$ cat src/rtl/tmba_pkg.sv
// tmba_pkg: shared types and constants of the trimmed-mean block averager.
// No dependencies; imported by tmba_window, tmba_divider and the top level.
`default_nettype none

package tmba_pkg;

  localparam int unsigned SAMPLE_BITS = 12;
  localparam int unsigned VALUE_BITS  = 28;
  localparam int unsigned GAIN_BITS   = 16;
  localparam int unsigned BLEN_BITS   = 16;
  localparam int unsigned PROD_BITS   = VALUE_BITS + GAIN_BITS;
  localparam int unsigned DVS_BITS    = 16;
  localparam int unsigned ITER_BITS   = 6;

  localparam logic [GAIN_BITS-1:0]  GAIN_RESET = 16'd1133;
  localparam logic [BLEN_BITS-1:0]  BLEN_RESET = 16'd8000;
  localparam logic [VALUE_BITS-1:0] VALUE_MAX  = {VALUE_BITS{1'b1}};

  localparam logic CFG_GAIN = 1'b0;
  localparam logic CFG_BLEN = 1'b1;

  localparam logic CMD_SAMPLE = 1'b0;
  localparam logic CMD_TICK   = 1'b1;

  typedef struct packed {
    logic                  start;
    logic [PROD_BITS-1:0]  dividend;
    logic [DVS_BITS-1:0]   divisor;
    logic [ITER_BITS-1:0]  iters;
  } div_req_t;

  typedef struct packed {
    logic                  busy;
    logic                  done;
    logic [PROD_BITS-1:0]  quotient;
  } div_rsp_t;

endpackage

`default_nettype wire

$ cat src/rtl/tmba_window.sv
// tmba_window: sample ring window, synchronous memory with registered read,
// per-entry valid bits (unwritten entries read as zero) and write slot. Uses tmba_pkg.
`default_nettype none

module tmba_window #(
  parameter int unsigned WINDOW_LEN = 12,
  parameter int unsigned AW         = $clog2(WINDOW_LEN)
) (
  input  wire logic                             clk_i,
  input  wire logic                             rst_ni,
  input  wire logic                             wr_en_i,
  input  wire logic [tmba_pkg::SAMPLE_BITS-1:0] wr_data_i,
  input  wire logic                             rd_en_i,
  input  wire logic [AW-1:0]                    rd_addr_i,
  output logic      [tmba_pkg::SAMPLE_BITS-1:0] rd_data_o
);
  import tmba_pkg::*;

  logic [SAMPLE_BITS-1:0] mem_q [WINDOW_LEN];
  logic [SAMPLE_BITS-1:0] rd_data_q;
  logic [WINDOW_LEN-1:0]  vld_q;
  logic                   rd_vld_q;
  logic [AW-1:0]          slot_q;

  always_ff @(posedge clk_i) begin
    if (wr_en_i) begin
      mem_q[slot_q] <= wr_data_i;
    end
    if (rd_en_i) begin
      rd_data_q <= mem_q[rd_addr_i];
    end
  end

  always_ff @(posedge clk_i or negedge rst_ni) begin
    if (!rst_ni) begin
      vld_q    <= '0;
      rd_vld_q <= 1'b0;
      slot_q   <= '0;
    end else begin
      if (wr_en_i) begin
        vld_q[slot_q] <= 1'b1;
        slot_q <= (slot_q == AW'(WINDOW_LEN - 1)) ? '0 : slot_q + AW'(1);
      end
      if (rd_en_i) begin
        rd_vld_q <= vld_q[rd_addr_i];
      end
    end
  end

  assign rd_data_o = rd_vld_q ? rd_data_q : '0;

endmodule

`default_nettype wire

$ cat src/rtl/tmba_divider.sv
// tmba_divider: restoring radix-2 divider, one quotient bit per cycle.
// Dividend is top-aligned by the caller; runs for the requested bit count. Uses tmba_pkg.
`default_nettype none

module tmba_divider (
  input  wire logic               clk_i,
  input  wire logic               rst_ni,
  input  wire tmba_pkg::div_req_t req_i,
  output tmba_pkg::div_rsp_t      rsp_o
);
  import tmba_pkg::*;

  logic                 busy_q;
  logic                 done_q;
  logic [ITER_BITS-1:0] cnt_q;
  logic [DVS_BITS-1:0]  rem_q;
  logic [DVS_BITS-1:0]  dvs_q;
  logic [PROD_BITS-1:0] quo_q;

  logic [DVS_BITS:0]    trial;
  logic                 fits;

  assign trial = {rem_q, quo_q[PROD_BITS-1]};
  assign fits  = trial >= {1'b0, dvs_q};

  always_ff @(posedge clk_i or negedge rst_ni) begin
    if (!rst_ni) begin
      busy_q <= 1'b0;
      done_q <= 1'b0;
      cnt_q  <= '0;
    end else begin
      done_q <= 1'b0;
      if (req_i.start) begin
        busy_q <= 1'b1;
        cnt_q  <= req_i.iters;
      end else if (busy_q) begin
        cnt_q <= cnt_q - ITER_BITS'(1);
        if (cnt_q == ITER_BITS'(1)) begin
          busy_q <= 1'b0;
          done_q <= 1'b1;
        end
      end
    end
  end

  always_ff @(posedge clk_i) begin
    if (req_i.start) begin
      rem_q <= '0;
      dvs_q <= req_i.divisor;
      quo_q <= req_i.dividend;
    end else if (busy_q) begin
      rem_q <= fits ? DVS_BITS'(trial - {1'b0, dvs_q}) : trial[DVS_BITS-1:0];
      quo_q <= {quo_q[PROD_BITS-2:0], fits};
    end
  end

  assign rsp_o.busy     = busy_q;
  assign rsp_o.done     = done_q;
  assign rsp_o.quotient = quo_q;

endmodule

`default_nettype wire

$ cat src/rtl/trimmed_mean_block_averager_unit.sv
// trimmed_mean_block_averager_unit: top level; tick sequencer, block accumulator,
// config registers, output register. Uses tmba_pkg, tmba_window, tmba_divider.
//
// Input channel (in_valid_i/in_ready_o, cmd_i, sample_i): a sample transfer
// (cmd 0) writes the window and yields no result. A tick transfer
// (cmd 1) walks the window memory one entry per cycle (sum, min, max), then
// divides sum - max - min by WINDOW_LEN - 2 with a constant reciprocal multiply.
// After the walk and the divide come the accumulate and the output load.
// A tick that closes a block adds a multiply and a 44-bit serial divide by
// block_length before the output load. One item is in work at a time;
// in_ready_o is high only while the sequencer is idle, so the next transfer
// after a tick comes at the earliest in the cycle after its result is loaded.
// Output channel (out_valid_o/out_ready_i): one result per tick, held in an
// output register; samples are still taken while a result waits, and a tick
// that finishes while the receiver stalls waits for the register to free.
// Config writes (cfg_we_i, cfg_index_i, cfg_wdata_i) take effect at once and
// must be made only while the block is idle; the block does not enforce this.
// Reset clears the window (valid bits), sums, counters and the held value, and
// loads gain 1133 and block length 8000; no clearing pass is needed.
`default_nettype none

module trimmed_mean_block_averager_unit #(
  parameter int unsigned WINDOW_LEN = 12
) (
  input  wire logic                              clk_i,
  input  wire logic                              rst_ni,
  input  wire logic                              in_valid_i,
  output logic                                   in_ready_o,
  input  wire logic                              cmd_i,
  input  wire logic [tmba_pkg::SAMPLE_BITS-1:0]  sample_i,
  output logic                                   out_valid_o,
  input  wire logic                              out_ready_i,
  output logic      [tmba_pkg::SAMPLE_BITS-1:0]  trimmed_mean_o,
  output logic                                   block_done_o,
  output logic      [tmba_pkg::VALUE_BITS-1:0]   block_value_o,
  input  wire logic                              cfg_we_i,
  input  wire logic                              cfg_index_i,
  input  wire logic [15:0]                       cfg_wdata_i
);
  import tmba_pkg::*;

  localparam int unsigned AW       = $clog2(WINDOW_LEN);
  localparam int unsigned CW       = $clog2(WINDOW_LEN + 1);
  localparam int unsigned MEAN_W   = SAMPLE_BITS + $clog2(WINDOW_LEN);
  localparam int unsigned MEAN_DIV = WINDOW_LEN - 2;
  localparam int unsigned MEAN_SH  = MEAN_W + $clog2(MEAN_DIV);
  localparam int unsigned RCP_W    = MEAN_W + 1;
  localparam int unsigned MPROD_W  = MEAN_W + RCP_W;
  // exact floor divide for any numerator below 2^MEAN_W
  localparam logic [RCP_W-1:0] MEAN_RCP =
    RCP_W'(((64'd1 << MEAN_SH) + 64'(MEAN_DIV) - 64'd1) / 64'(MEAN_DIV));

  typedef enum logic [2:0] {
    S_IDLE, S_SCAN, S_MEAN, S_ACC, S_MUL, S_BSTART, S_BDIV, S_OUT
  } state_e;

  state_e                 state_q;
  logic [CW-1:0]          scan_cnt_q;
  logic [MEAN_W-1:0]      sum_q;
  logic [SAMPLE_BITS-1:0] lo_q;
  logic [SAMPLE_BITS-1:0] hi_q;
  logic [SAMPLE_BITS-1:0] mean_q;
  logic [VALUE_BITS-1:0]  bsum_q;
  logic [BLEN_BITS-1:0]   tick_q;
  logic [VALUE_BITS-1:0]  held_q;
  logic                   done_q;
  logic [PROD_BITS-1:0]   prod_q;
  logic [GAIN_BITS-1:0]   gain_q;
  logic [BLEN_BITS-1:0]   blen_q;

  logic                   out_valid_q;
  logic [SAMPLE_BITS-1:0] out_mean_q;
  logic                   out_done_q;
  logic [VALUE_BITS-1:0]  out_value_q;

  logic                   in_fire;
  logic                   out_load;
  logic                   win_rd_en;
  logic [SAMPLE_BITS-1:0] win_data;
  logic [MEAN_W-1:0]      mean_num;
  logic [MPROD_W-1:0]     mean_prod;
  logic [SAMPLE_BITS-1:0] mean_calc;
  logic [BLEN_BITS-1:0]   blen_eff;
  logic [VALUE_BITS-1:0]  bsum_new;
  logic [BLEN_BITS-1:0]   tick_new;
  logic [VALUE_BITS-1:0]  value_sat;
  div_req_t               div_req;
  div_rsp_t               div_rsp;

  assign in_ready_o = (state_q == S_IDLE);
  assign in_fire    = in_valid_i && in_ready_o;
  assign out_load   = (state_q == S_OUT) && (!out_valid_q || out_ready_i);

  assign win_rd_en = (state_q == S_SCAN) && (scan_cnt_q < CW'(WINDOW_LEN));

  tmba_window #(
    .WINDOW_LEN (WINDOW_LEN),
    .AW         (AW)
  ) u_window (
    .clk_i     (clk_i),
    .rst_ni    (rst_ni),
    .wr_en_i   (in_fire && (cmd_i == CMD_SAMPLE)),
    .wr_data_i (sample_i),
    .rd_en_i   (win_rd_en),
    .rd_addr_i (scan_cnt_q[AW-1:0]),
    .rd_data_o (win_data)
  );

  assign mean_num  = sum_q - MEAN_W'(hi_q) - MEAN_W'(lo_q);
  assign mean_prod = MPROD_W'(mean_num) * MPROD_W'(MEAN_RCP);
  assign mean_calc = mean_prod[MEAN_SH +: SAMPLE_BITS];
  assign blen_eff  = (blen_q == '0) ? BLEN_BITS'(1) : blen_q;

  always_comb begin
    div_req.start    = (state_q == S_BSTART);
    div_req.dividend = prod_q;
    div_req.divisor  = blen_eff;
    div_req.iters    = ITER_BITS'(PROD_BITS);
  end

  tmba_divider u_divider (
    .clk_i  (clk_i),
    .rst_ni (rst_ni),
    .req_i  (div_req),
    .rsp_o  (div_rsp)
  );

  assign bsum_new  = bsum_q + VALUE_BITS'(mean_q);
  assign tick_new  = tick_q + BLEN_BITS'(1);
  assign value_sat = (div_rsp.quotient[PROD_BITS-1:VALUE_BITS] != '0) ? VALUE_MAX
                   : div_rsp.quotient[VALUE_BITS-1:0];

  always_ff @(posedge clk_i or negedge rst_ni) begin
    if (!rst_ni) begin
      gain_q <= GAIN_RESET;
      blen_q <= BLEN_RESET;
    end else if (cfg_we_i) begin
      case (cfg_index_i)
        CFG_GAIN: gain_q <= cfg_wdata_i;
        CFG_BLEN: blen_q <= cfg_wdata_i;
        default:  ;
      endcase
    end
  end

  always_ff @(posedge clk_i or negedge rst_ni) begin
    if (!rst_ni) begin
      state_q     <= S_IDLE;
      scan_cnt_q  <= '0;
      sum_q       <= '0;
      lo_q        <= '0;
      hi_q        <= '0;
      mean_q      <= '0;
      bsum_q      <= '0;
      tick_q      <= '0;
      held_q      <= '0;
      done_q      <= 1'b0;
      prod_q      <= '0;
      out_valid_q <= 1'b0;
      out_mean_q  <= '0;
      out_done_q  <= 1'b0;
      out_value_q <= '0;
    end else begin
      if (out_load) begin
        out_valid_q <= 1'b1;
      end else if (out_valid_q && out_ready_i) begin
        out_valid_q <= 1'b0;
      end
      case (state_q)
        S_IDLE: begin
          if (in_fire && (cmd_i == CMD_TICK)) begin
            scan_cnt_q <= '0;
            state_q    <= S_SCAN;
          end
        end
        S_SCAN: begin
          scan_cnt_q <= scan_cnt_q + CW'(1);
          if (scan_cnt_q == CW'(1)) begin
            sum_q <= MEAN_W'(win_data);
            lo_q  <= win_data;
            hi_q  <= win_data;
          end else if (scan_cnt_q != '0) begin
            sum_q <= sum_q + MEAN_W'(win_data);
            if (win_data < lo_q) begin
              lo_q <= win_data;
            end
            if (win_data > hi_q) begin
              hi_q <= win_data;
            end
          end
          if (scan_cnt_q == CW'(WINDOW_LEN)) begin
            state_q <= S_MEAN;
          end
        end
        S_MEAN: begin
          mean_q  <= mean_calc;
          state_q <= S_ACC;
        end
        S_ACC: begin
          bsum_q <= bsum_new;
          if (tick_new >= blen_eff) begin
            tick_q  <= '0;
            state_q <= S_MUL;
          end else begin
            tick_q  <= tick_new;
            done_q  <= 1'b0;
            state_q <= S_OUT;
          end
        end
        S_MUL: begin
          prod_q  <= PROD_BITS'(bsum_q) * PROD_BITS'(gain_q);
          state_q <= S_BSTART;
        end
        S_BSTART: begin
          state_q <= S_BDIV;
        end
        S_BDIV: begin
          if (div_rsp.done) begin
            held_q  <= value_sat;
            bsum_q  <= '0;
            done_q  <= 1'b1;
            state_q <= S_OUT;
          end
        end
        S_OUT: begin
          if (out_load) begin
            out_mean_q  <= mean_q;
            out_done_q  <= done_q;
            out_value_q <= held_q;
            state_q     <= S_IDLE;
          end
        end
        default: begin
          state_q <= S_IDLE;
        end
      endcase
    end
  end

  assign out_valid_o    = out_valid_q;
  assign trimmed_mean_o = out_mean_q;
  assign block_done_o   = out_done_q;
  assign block_value_o  = out_value_q;

  a_div_done_expected: assert property (@(posedge clk_i) disable iff (!rst_ni)
    div_rsp.done |-> (state_q == S_BDIV))
    else $error("divider finished outside a divide state");

  a_idle_div_quiet: assert property (@(posedge clk_i) disable iff (!rst_ni)
    (state_q == S_IDLE) |-> !div_rsp.busy)
    else $error("divider busy while sequencer idle");

  a_scan_bound: assert property (@(posedge clk_i) disable iff (!rst_ni)
    (state_q == S_SCAN) |-> (scan_cnt_q <= CW'(WINDOW_LEN)))
    else $error("window walk ran past the last entry");

  a_out_from_seq: assert property (@(posedge clk_i) disable iff (!rst_ni)
    $rose(out_valid_o) |-> ($past(state_q) == S_OUT))
    else $error("result raised without the output state");

endmodule

`default_nettype wire

$ cat config.mk
export PLATFORM = sky130hd
export DESIGN_NAME = trimmed_mean_block_averager_unit
export DESIGN_NICKNAME = d
export VERILOG_FILES = /design/src/rtl/tmba_pkg.sv /design/src/rtl/tmba_window.sv /design/src/rtl/tmba_divider.sv /design/src/rtl/trimmed_mean_block_averager_unit.sv
export SDC_FILE = /design/constraint.sdc
export NUM_CORES = 2
export LEC_CHECK = 0
export BUFFER_PORTS_ARGS = -buffer_cell sky130_fd_sc_hd__buf_2
export CAP_MARGIN = 20
export CORE_ASPECT_RATIO = 0.8
export CORE_MARGIN = 3
export CORE_UTILIZATION = 59
export CTS_CLUSTER_DIAMETER = 80
export DETAILED_ROUTE_END_ITERATION = 6
export HOLD_SLACK_MARGIN = 0.02
export PLACE_DENSITY = 0.8
export SYNTH_ARGS = -nofsm -noshare
export SYNTH_HDL_FRONTEND = slang
export SYNTH_HIERARCHICAL = 1
export SYNTH_SLANG_ARGS = --single-unit
$ cat constraint.sdc
create_clock -name clk_i -period 7.8 [get_ports clk_i]
set_input_delay 1.95 -clock clk_i [delete_from_list [all_inputs] [get_ports clk_i]]
set_output_delay 1.95 -clock clk_i [all_outputs]
set_load 0.05 [all_outputs]
==> summary.md <==
| Metric | Value |
|---|---|
| Largest net degree at the start of global routing | `148` |
| Clock Tree Root | `clkbuf_16` |
| Mapped Cells | `4004` |
| Vias per std cell | `5.722` |
| Starting Density | `about three fifths` |
| RR Endpoint | `mean_q[8]` |
| Gr ovfl total | `0` |
| First-pass GRT wire length | `157.9 mm` |
| Die span in y | `245.8 um` |
| Routability congestion estimate from global placement | `0.9341` |
| Final Slew Violations | `0` |
| Final hold violations | `0` |
| Nets | `roughly 4900` |
| Initial antenna violation count | `7` |
| Routed Antenna Nets | `0` |
| Status | `complete, but fails checks` |
| Clk slew on worst S/H paths | `70 ps` |
| R2R Setup Slk | `-250 ps` |
| Crit-path max cell delay | `590 ps` |
| Full die area | `75130 um^2` |
| Detailed-route DRC error count | `0` |
| CP startpoint kind | `flop` |
| CORE AREA | `70860 um^2` |
| Slew HR | `18.99%` |
| Vias in the first global route | `roughly 30000` |
| Synth Cell Area | `42390 um^2` |
| Crit-path max FO | `3` |
| P&R area growth vs syn | `8.742%` |
| RSZ-0062 raised after global routing | `yes` |
| Vias | `28790` |
| Chip width | `305.7 um` |
| GRT Total Usage | `26.41%` |
| Clock tree sinks | `slightly above 500` |
| Half-perimeter wire length after placement | `71.19 mm` |
| Worst Hold Class | `flop to flop` |
| H-tree Lvls | `2` |
| Crit path launch | `lo_q[2]` |
| Share of cells above drive strength 1 | `13.53%` |
| Port-buffer cells | `77` |
| Max_cap viols | `0` |
| Drt initial violations | `2156` |
| Worst slew pin tran | `1211 ps` |
| Routed WL per cell | `roughly 19 um` |
| Worst slack at placement | `-351.7 ps` |
| Fmax | `124.1 MHz` |
| Inserted Clock Buffers | `49` |
| Row count | `87` |
| Final min period | `8055 ps` |
| CTS tree | `yes` |
| FF-to-FF Start | `lo_q[2]` |
| Worst setup endpoint | `mean_q[8]` |
| Worst Reg2Reg Path Length in Cells | `34` |
| Final worst slack | `-254.9 ps` |
| Worst-Skew Late Latency | `slightly above 600 ps` |
| WP data required | `roughly 8300 ps` |
| Hold slack final | `466.8 ps` |
| Final setup viols | `8` |
| Yosys warns | `6` |
| Longest Clk Path Bufs | `3` |
| I/O pin count | `78` |
| Kind of critical path | `flop to flop` |
| Hold-fix buffers, CTS | `0` |
| CP arrival | `8510 ps` |
| Worst Skew | `54.58 ps` |
| Syn_area_per_cell | `roughly 11 um^2` |
| Detailed Routing Iterations Pass 1 | `5` |
| Failing checks | `setup timing` |
| CP max stage cell | `fa_1` |
| CP Capture Type | `flop` |
| Post-Route WL | `between 90 and 100 mm` |
| Final worst-path cycle share | `103.3%` |
==> through the flow <==
step	instance area (um^2)	setup TNS, ps	cells	utilization (%)
floorplan	42480	0	4008	-
global placement	43960	-250.4	4919	62.04
CTS	45920	-347.7	5020	64.79
global route	46100	-3592	5031	65.05
detailed placement	43960	-1346	4919	62.04
finish	46100	-1140	5031	65.05
==> cells in the final DEF, fill, tap and decap left out, drive strengths merged, types with 21 or more instances in the layout <==
master and n:
edfxtp 216, nor3 31, ha 343, o22a 28, clkbuf 70, xnor2 80, mux2 135, nor2b 21
buf 190, xor2 66, a21o 47, and3 32, nor2 105, o211ai 22, and2 167, dfrtp 263
a21oi 102, nand3 50, mux4 38, nand2 553, inv 621, o21ai 163, fa 453
==> routing by layer <==
metal,share of wire (%),vias up,GRT usage (%)
met3,7.7,171,4.874
met2,46,970,41.48
met5,0.0083,-,0
li1,-,13200,-
met1,44,14440,37.95
met4,2.7,2,7.582
==> layout make-up <==
type	count	area (um^2)
inverter	620	2327
timing repair buffer	190	1289
sequential	507	13720
antenna	3	7.507
multi-input combinational	2686	25830
tap	934	1169
clock buffer	70	1466
clock inverter	21	296.5
fill	5262	24760
==> repair_timing <==
action / 4_1_cts / 5_1_grt
setup buffers: 10 / 8
pin swaps: 31 / 40
gates resized for setup: 26 / 28
endpoints found under the setup margin: 8 / 12
==> worst min-delay path by stage <==
stage | from | endpoint | slack (ps) | cells past startpoint
global route | u_window/vld_q[11] | u_window/vld_q[11] | 490 | 1
CTS | u_window/vld_q[0] | u_window/vld_q[0] | 470 | 1
detailed placement | u_window/vld_q[8] | u_window/vld_q[8] | 450 | 1
floorplan | u_window/vld_q[3] | u_window/vld_q[3] | 430 | 1
finish | u_window/vld_q[10] | u_window/vld_q[10] | 470 | 1
global placement | u_window/vld_q[0] | u_window/vld_q[0] | 440 | 1
==> sequential cells by signal, summed over array words and instances (netlist names), 16 cells and up <==
name and count:
u_window/mem_q 144, u_divider/rem_q 16, prod_q 44, blen_q 16
block_value_o 28, sum_q 16, tick_q 16, u_divider/quo_q 44
bsum_q 28, u_divider/dvs_q 16, held_q 28, gain_q 16
==> worst max-delay path: cells and delay by family, from the launching register on <==
kind                       cells  cell delay, ps
and+or+nand+nor                4             600
adders and majority gates      9            3620
xor gates and xnor gates       2             310
AOI/OAI and AO/OA             13            2590
muxes                          1             260
DFF                            1             350
buffers and inverters          5             230
Power is left out: the tool's default activity adds up to more than one toggle a clock period on the data nets, which glitch-free logic cannot reach.
